### config.mk
export PLATFORM = sky130hd
export DESIGN_NAME = ssem_processor_step
export DESIGN_NICKNAME = d
export VERILOG_FILES = /design/src/design/ssem_pkg.sv /design/src/design/ssem_processor_step.sv
export VERILOG_INCLUDE_DIRS = /design/src /design/src/design
export SDC_FILE = /design/constraint.sdc
export NUM_CORES = 2
export LEC_CHECK = 0
export BUFFER_PORTS_ARGS = -buffer_cell sky130_fd_sc_hd__buf_2
export CAP_MARGIN = 20
export CORE_MARGIN = 3
export CORE_UTILIZATION = 55
export CTS_CLUSTER_DIAMETER = 40
export DETAILED_ROUTE_END_ITERATION = 10
export HOLD_SLACK_MARGIN = 0.05
export PLACE_DENSITY = 0.81
export SYNTH_ARGS = -nofsm -noshare
export SYNTH_HDL_FRONTEND = slang
export SYNTH_SLANG_ARGS = --single-unit
export TNS_END_PERCENT = 50
### constraint.sdc
create_clock -name aclk -period 8 [get_ports aclk]
set_input_delay 0.4 -clock aclk [delete_from_list [all_inputs] [get_ports aclk]]
set_output_delay 0.4 -clock aclk [all_outputs]
set_load 0.01 [all_outputs]
### src/design/assert_macros.svh
// Assertion macros for the design files.
// No dependencies; included by the top level where assertions are written.
`ifndef ASSERT_MACROS_SVH
`define ASSERT_MACROS_SVH
`ifndef NO_ASSERTIONS
// Checked on every edge out of reset.
`define SSEM_ASSERT(name, clk, rstn, prop, msg) \
    name: assert property (@(posedge clk) disable iff (!rstn) (prop)) else $error(msg);
// Checked on every edge, reset included.
`define SSEM_ASSERT_ALWAYS(name, clk, prop, msg) \
    name: assert property (@(posedge clk) (prop)) else $error(msg);
`else
`define SSEM_ASSERT(name, clk, rstn, prop, msg)
`define SSEM_ASSERT_ALWAYS(name, clk, prop, msg)
`endif
`endif

### src/design/ssem_pkg.sv
// Package for the SSEM processor step block: store geometry, request and result types,
// command and function codes, and the controller state type. No dependencies.
package ssem_pkg;

    // Store geometry; the line count is a power of two.
    localparam int STORE_LINES = 32;
    localparam int ADDR_W      = $clog2(STORE_LINES);
    localparam int WORD_W      = 32;
    localparam int FUNC_LSB    = 13;

    // Request commands.
    localparam logic [1:0] CMD_WRITE = 2'd0;
    localparam logic [1:0] CMD_READ  = 2'd1;
    localparam logic [1:0] CMD_STEP  = 2'd2;

    // Instruction functions.
    localparam logic [2:0] FN_JMP     = 3'd0;
    localparam logic [2:0] FN_JRP     = 3'd1;
    localparam logic [2:0] FN_LDN     = 3'd2;
    localparam logic [2:0] FN_STO     = 3'd3;
    localparam logic [2:0] FN_SUB     = 3'd4;
    localparam logic [2:0] FN_SUB_ALT = 3'd5;
    localparam logic [2:0] FN_CMP     = 3'd6;
    localparam logic [2:0] FN_STP     = 3'd7;
    localparam logic [2:0] FN_NONE    = 3'd0;

    typedef struct packed {
        logic [1:0]        cmd;
        logic [4:0]        line;
        logic [WORD_W-1:0] word;
    } ssem_in_t;

    typedef struct packed {
        logic [WORD_W-1:0]        ci;
        logic signed [WORD_W-1:0] acc;
        logic [WORD_W-1:0]        read_word;
        logic [2:0]               function_done;
        logic                     halted;
    } ssem_out_t;

    typedef enum logic [2:0] {
        ST_IDLE,
        ST_READ_WAIT,
        ST_FETCH,
        ST_OPER,
        ST_FINISH
    } ssem_state_t;

endpackage

### src/design/ssem_processor_step.sv
// SSEM processor step: one request at a time against a single-port store.
// Flow: a write goes straight to result load; a read waits for the store read data; a
// step does fetch read, operand read with optional write-back, then result load (a halted
// machine goes straight to result load). The next request is taken the cycle after the
// result is loaded, later while the output register still holds a result not yet taken.
// Synchronous active-low reset clears CI, accumulator, halt and line valid bits (store reads 0).
`include "assert_macros.svh"

module ssem_processor_step (
    input  logic               aclk,
    input  logic               aresetn,
    input  logic               s_valid,
    output logic               s_ready,
    input  ssem_pkg::ssem_in_t s_data,
    output logic               m_valid,
    input  logic               m_ready,
    output ssem_pkg::ssem_out_t m_data
);
    import ssem_pkg::*;

    // Architectural state and controller.
    ssem_state_t              state_reg, state_next;
    logic [WORD_W-1:0]        ci_reg, ci_next;
    logic signed [WORD_W-1:0] acc_reg, acc_next;
    logic                     halted_reg, halted_next;
    logic [WORD_W-1:0]        rd_reg, rd_next;
    logic [2:0]               fdone_reg, fdone_next;
    logic                     m_valid_reg, m_valid_next;
    ssem_out_t                m_data_reg;
    logic                     out_load;

    // Store and its single port.
    logic [WORD_W-1:0]        store_mem [STORE_LINES];
    logic [STORE_LINES-1:0]   line_valid_reg;
    logic [WORD_W-1:0]        mem_q_reg;
    logic                     valid_q_reg;
    logic                     mem_we;
    logic [ADDR_W-1:0]        mem_addr;
    logic [WORD_W-1:0]        mem_wdata;
    logic [WORD_W-1:0]        rdata;

    logic [WORD_W-1:0]        ci_inc;
    logic [2:0]               instr_func;

    assign s_ready = (state_reg == ST_IDLE);
    assign m_valid = m_valid_reg;
    assign m_data  = m_data_reg;

    // A line never written since reset reads as zero.
    assign rdata      = valid_q_reg ? mem_q_reg : '0;
    assign ci_inc     = ci_reg + WORD_W'(1);
    assign instr_func = rd_reg[FUNC_LSB +: 3];

    // Store array with registered read data.
    always_ff @(posedge aclk) begin
        if (mem_we) begin
            store_mem[mem_addr] <= mem_wdata;
        end
        mem_q_reg   <= store_mem[mem_addr];
        valid_q_reg <= line_valid_reg[mem_addr];
    end

    // Per-line valid bits stand in for clearing the store at reset.
    always_ff @(posedge aclk) begin
        if (!aresetn) begin
            line_valid_reg <= '0;
        end else if (mem_we) begin
            line_valid_reg[mem_addr] <= 1'b1;
        end
    end

    // Controller and architectural registers.
    always_ff @(posedge aclk) begin
        if (!aresetn) begin
            state_reg   <= ST_IDLE;
            ci_reg      <= '0;
            acc_reg     <= '0;
            halted_reg  <= 1'b0;
            m_valid_reg <= 1'b0;
        end else begin
            state_reg   <= state_next;
            ci_reg      <= ci_next;
            acc_reg     <= acc_next;
            halted_reg  <= halted_next;
            m_valid_reg <= m_valid_next;
        end
    end

    // Per-request payload registers.
    always_ff @(posedge aclk) begin
        rd_reg    <= rd_next;
        fdone_reg <= fdone_next;
        if (out_load) begin
            m_data_reg <= '{ci: ci_reg, acc: acc_reg, read_word: rd_reg,
                            function_done: fdone_reg, halted: halted_reg};
        end
    end

    // Next state, memory port control and instruction execution.
    always_comb begin
        state_next  = state_reg;
        ci_next     = ci_reg;
        acc_next    = acc_reg;
        halted_next = halted_reg;
        rd_next     = rd_reg;
        fdone_next  = fdone_reg;
        mem_we      = 1'b0;
        mem_addr    = '0;
        mem_wdata   = acc_reg;
        out_load    = 1'b0;

        unique case (state_reg)
            ST_IDLE: begin
                if (s_valid) begin
                    rd_next    = '0;
                    fdone_next = FN_NONE;
                    state_next = ST_FINISH;
                    unique case (s_data.cmd)
                        CMD_WRITE: begin
                            mem_we    = 1'b1;
                            mem_addr  = ADDR_W'(s_data.line);
                            mem_wdata = s_data.word;
                        end
                        CMD_READ: begin
                            mem_addr   = ADDR_W'(s_data.line);
                            state_next = ST_READ_WAIT;
                        end
                        CMD_STEP: begin
                            // A halted machine does not execute a step; the request still returns a result.
                            if (!halted_reg) begin
                                ci_next    = ci_inc;
                                mem_addr   = ci_inc[ADDR_W-1:0];
                                state_next = ST_FETCH;
                            end
                        end
                        default: begin
                        end
                    endcase
                end
            end
            ST_READ_WAIT: begin
                rd_next    = rdata;
                state_next = ST_FINISH;
            end
            ST_FETCH: begin
                // Instruction word arrives; issue the operand read.
                rd_next    = rdata;
                mem_addr   = rdata[ADDR_W-1:0];
                state_next = ST_OPER;
            end
            ST_OPER: begin
                fdone_next = instr_func;
                mem_addr   = rd_reg[ADDR_W-1:0];
                state_next = ST_FINISH;
                unique case (instr_func) inside
                    FN_JMP: ci_next = rdata;
                    FN_JRP: ci_next = ci_reg + rdata;
                    FN_LDN: acc_next = '0 - $signed(rdata);
                    FN_STO: begin
                        mem_we    = 1'b1;
                        mem_wdata = acc_reg;
                    end
                    FN_SUB, FN_SUB_ALT: acc_next = acc_reg - $signed(rdata);
                    FN_CMP: begin
                        if (acc_reg[WORD_W-1]) begin
                            ci_next = ci_inc;
                        end
                    end
                    FN_STP: halted_next = 1'b1;
                    default: begin
                    end
                endcase
            end
            ST_FINISH: begin
                // Load the result once the output register is free.
                if (!m_valid_reg || m_ready) begin
                    out_load   = 1'b1;
                    state_next = ST_IDLE;
                end
            end
            default: state_next = ST_IDLE;
        endcase
    end

    assign m_valid_next = out_load | (m_valid_reg & ~m_ready);

    // Assertions.
    `SSEM_ASSERT(a_one_request, aclk, aresetn, s_valid && s_ready |=> !s_ready, "second request taken while busy")
    `SSEM_ASSERT(a_halt_sticky, aclk, aresetn, halted_reg |=> halted_reg, "halt flag cleared without reset")
    `SSEM_ASSERT(a_write_slot, aclk, aresetn, mem_we |-> (state_reg == ST_IDLE || state_reg == ST_OPER), "store written outside a write slot")
    `SSEM_ASSERT_ALWAYS(a_reset_empty, aclk, !aresetn |=> !m_valid && s_ready, "result or busy state survives reset")

endmodule
==> flow_metrics.env <==
export IMPL_drv_cap=0
export IMPL_place_congestion=1.00
export IMPL_worstHoldStart="s_data[38]"
export IMPL_powerDensity_nw_per_um2=256
export IMPL_setup_slack_ps=3110
export IMPL_finalMaxSlewViolations=0
export IMPL_final_layout_size_suffix_gt1_share_pct=20.9
export IMPL_timing_final_crit_share_pct=61.1
export IMPL_max_stage_delay_ps=860
export IMPL_synth_nets=3629
export IMPL_r2r_start="state_reg[0]$_SDFFE_PN0P_"
export IMPL_num_vias=35700
export IMPL_ys_seq_elements=1293
export IMPL_skew_ps=45.1
export IMPL_synth_flop_cell="edfxtp_1"
export IMPL_cts_buffers=153
export IMPL_grt_overflow=0
export IMPL_drc_errors=0
export IMPL_fillCellCount=6445
export IMPL_synthCells=3549
export IMPL_largest_register_ffs=1024
export IMPL_area_growth_pct=13.8
export IMPL_cts_setup_buffers=0
export IMPL_dp_slack_ps=3200
export IMPL_start_kind="flop"
export IMPL_cts_root_buf="clkbuf_16"
export IMPL_worstMarginPinSlew_ps=1240
export IMPL_cts_clk_slew_worst_paths_ps=60
export IMPL_finalNetCount=3776
export IMPL_grt_pass1_wl_mm=235
export IMPL_fmax_mhz=205
export IMPL_first_global_vias=34900
export IMPL_rsz0062_at_grt="false"
export IMPL_crit_required_ps=8540
export IMPL_dp_hpwl_mm=90.7
export IMPL_ys_types=93
export IMPL_design_core_area_um2=97600
export IMPL_grt_usage_pct=31.2
export IMPL_placed_area_um2=56900
export IMPL_wirelength_mm=161
export IMPL_die_area_um2=103000
export IMPL_status="finished clean"
export IMPL_syn_avg_cell_area_um2=15.4
export IMPL_cp_common_cell="nor2_1"
export IMPL_cp_arrival_ps=5430
export IMPL_vdd_drop_max_mv=0.209
export IMPL_h_tree_depth=4
export IMPL_hold_viol=0
export IMPL_yosysSeqAreaShare_pct=68.7
export IMPL_post_layout_nonfiller_instances=5100
export IMPL_p_total_uw=15900
export IMPL_wire_per_inst_um=31.5
export IMPL_fp_dieH_um=321
export IMPL_fp_row_count=114
export IMPL_synth_edf_count=1159
export IMPL_fin_crit_ps=4890
export IMPL_port_buffers=144
export IMPL_hp_class="in2reg"
export IMPL_final_antenna_net_count=0
export IMPL_async_flop_share_pct=0
export IMPL_antenna_found_initial=6
export IMPL_drtIter0Drc=5765
export IMPL_die_x_um=321
export IMPL_cp_max_fo=176
export IMPL_fin_area_um2=62100
export IMPL_cp_end_kind="flop"
export IMPL_critical_path_class="reg2reg"
export IMPL_worst_path_max_delay_cell="a2bb2oi_4"
export IMPL_maxSlewHeadroom_pct=17.3
export IMPL_holdPathStages=4
export IMPL_path_cells="nor2_1, a21oi_1, a2bb2oi_4, buf_12, mux4_2, a22o_1, nor2_1, o221ai_1"
export IMPL_r2r_end="mem_q_reg[2]$_DFF_P_"
export IMPL_grt_max_degree=177
export IMPL_fin_tns_setup_ps=0
export IMPL_dp_cells=4814
export IMPL_viasPerCell=7.01
export IMPL_drt_pass1_iterations=6
export IMPL_worstSkewPairLatency_ps=780
export IMPL_tritoncts="built"
export IMPL_worstRegToRegCells=8
export IMPL_ios=145
export IMPL_setup_violations=0
export IMPL_min_to="state_reg[0]$_SDFFE_PN0P_"
export IMPL_reg2reg_slack_ps=3110
export IMPL_cts_path_max_buffers=3
export IMPL_netlist_area_um2=54600
export IMPL_p_leak_uw=0.0202
export IMPL_initial_core_util_pct=56.0
export IMPL_cts_sinks=1293
export IMPL_yosys_warnings=0
[where the power goes]
part           internal (uW)  switching (uW)
sequential              7420             180
clock                   4050            2970
combinational            476             816
[worst max-delay path by stage]
stage / from / to / slack [ps] / depth (start not counted)
finish: state_reg[0]$_SDFFE_PN0P_ / mem_q_reg[2]$_DFF_P_ / 3110 / 8
floorplan: state_reg[0]$_SDFFE_PN0P_ / m_data[0]$_DFFE_PP_ / 2330 / 5
global route: valid_q_reg$_DFF_P_ / mem_q_reg[1]$_DFF_P_ / 2870 / 9
global placement: s_data[38] / mem_q_reg[1]$_DFF_P_ / 3230 / 10
CTS: valid_q_reg$_DFF_P_ / mem_q_reg[1]$_DFF_P_ / 3290 / 9
detailed placement: s_data[38] / mem_q_reg[1]$_DFF_P_ / 3200 / 10
[synth_stat cells (21+ instances only)]
master	instances	area share [%]
edfxtp_1	1159	64
nand2_1	302	2.1
nor2_1	237	1.6
mux4_2	228	9.4
clkbuf_1	135	0.93
dfxtp_1	134	4.9
a22oi_1	131	1.8
o21ai_0	119	1.1
a21oi_1	117	1.1
nand3_1	85	0.78
buf_2	69	0.63
xnor2_1	67	1.1
and3_1	43	0.49
nor3_1	39	0.36
a31oi_1	38	0.44
inv_1	38	0.26
nand4_1	38	0.44
ha_1	37	0.85
xor2_1	36	0.58
mux2_2	34	0.70
nand2b_1	34	0.39
a21o_1	31	0.43
a311oi_1	28	0.45
nor2b_1	24	0.28
o22ai_1	22	0.25
o211ai_1	21	0.29
[through the flow]
step / util [%] / hold slack [ps]
final: 63.7 / 143
after global routing: 63.7 / 151
after CTS: 63.7 / 97.0
after detailed placement: 58.3 / 406
after global placement: 58.2 / 401
after floorplan: - / 400
[placed cells by master, fill, tap and decap left out, drive strengths merged, types with 16 or more instances in the layout]
| cell | n |
|---|---|
| a211oi | 16 |
| a21o | 31 |
| a21oi | 117 |
| a22oi | 131 |
| a311oi | 28 |
| a31oi | 38 |
| and2 | 22 |
| and3 | 45 |
| buf | 213 |
| clkbuf | 183 |
| clkinv | 48 |
| dfxtp | 134 |
| edfxtp | 1159 |
| ha | 37 |
| inv | 67 |
| mux2 | 34 |
| mux4 | 228 |
| nand2 | 305 |
| nand2b | 34 |
| nand3 | 85 |
| nand4 | 40 |
| nor2 | 237 |
| nor2b | 24 |
| nor3 | 40 |
| o211ai | 21 |
| o21ai | 122 |
| o221ai | 20 |
| o22ai | 22 |
| xnor2 | 67 |
| xor2 | 36 |
[layer usage]
metal	up-vias	share of wire [%]	routed length [um]	GRT usage, %
met5	-	0.060	96	0
met1	17600	35	55600	41.0
met4	4	5.4	8710	15.1
li1	14400	-	-	-
met2	3130	46	74500	48.3
met3	589	14	22000	9.07
[critical path, delay by kind of cell (launching register included)]
family	cells	cell delay (ps)
AO/OA/AOI/OAI	4	1900
flip-flops	1	770
buffers and inverters	1	660
AND/OR/NAND/NOR	2	500
multiplexers	1	430
[layout make-up]
type / count / area (um^2) / area share [%]
Tap cell: 1276 / 1600 / 2.57
Clock buffer: 183 / 4060 / 6.53
Clock inverter: 96 / 1110 / 1.78
Multi-Input combinational cell: 1993 / 16300 / 26.3
Inverter: 39 / 146 / 0.236
Sequential cell: 1293 / 37500 / 60.3
Timing Repair Buffer: 216 / 1380 / 2.22
Antenna cell: 4 / 10.0 / 0.0161
[kinds of logic (layout without fill, tap and decap cells)]
| logic type | count (synthesis) | count (layout) | share of synthesized area [%] |
|---|---|---|---|
| other cells | 0 | 4 | 0 |
| simple gates | 886 | 886 | 7.65 |
| buf+inv | 263 | 534 | 2.08 |
| fa+ha+maj | 51 | 51 | 1.10 |
| mux | 265 | 265 | 10.2 |
| compound gates | 688 | 688 | 8.68 |
| flops | 1293 | 1293 | 68.7 |
| xor+xnor | 103 | 103 | 1.65 |
[timing repair]
| item | 4_1_cts | 5_1_grt |
|---|---|---|
| resized for setup | 0 | 0 |
| endpoints found under the hold margin | 3 | 0 |
| hold buffers | 3 | 0 |
Power figures use the tool's default switching activity.
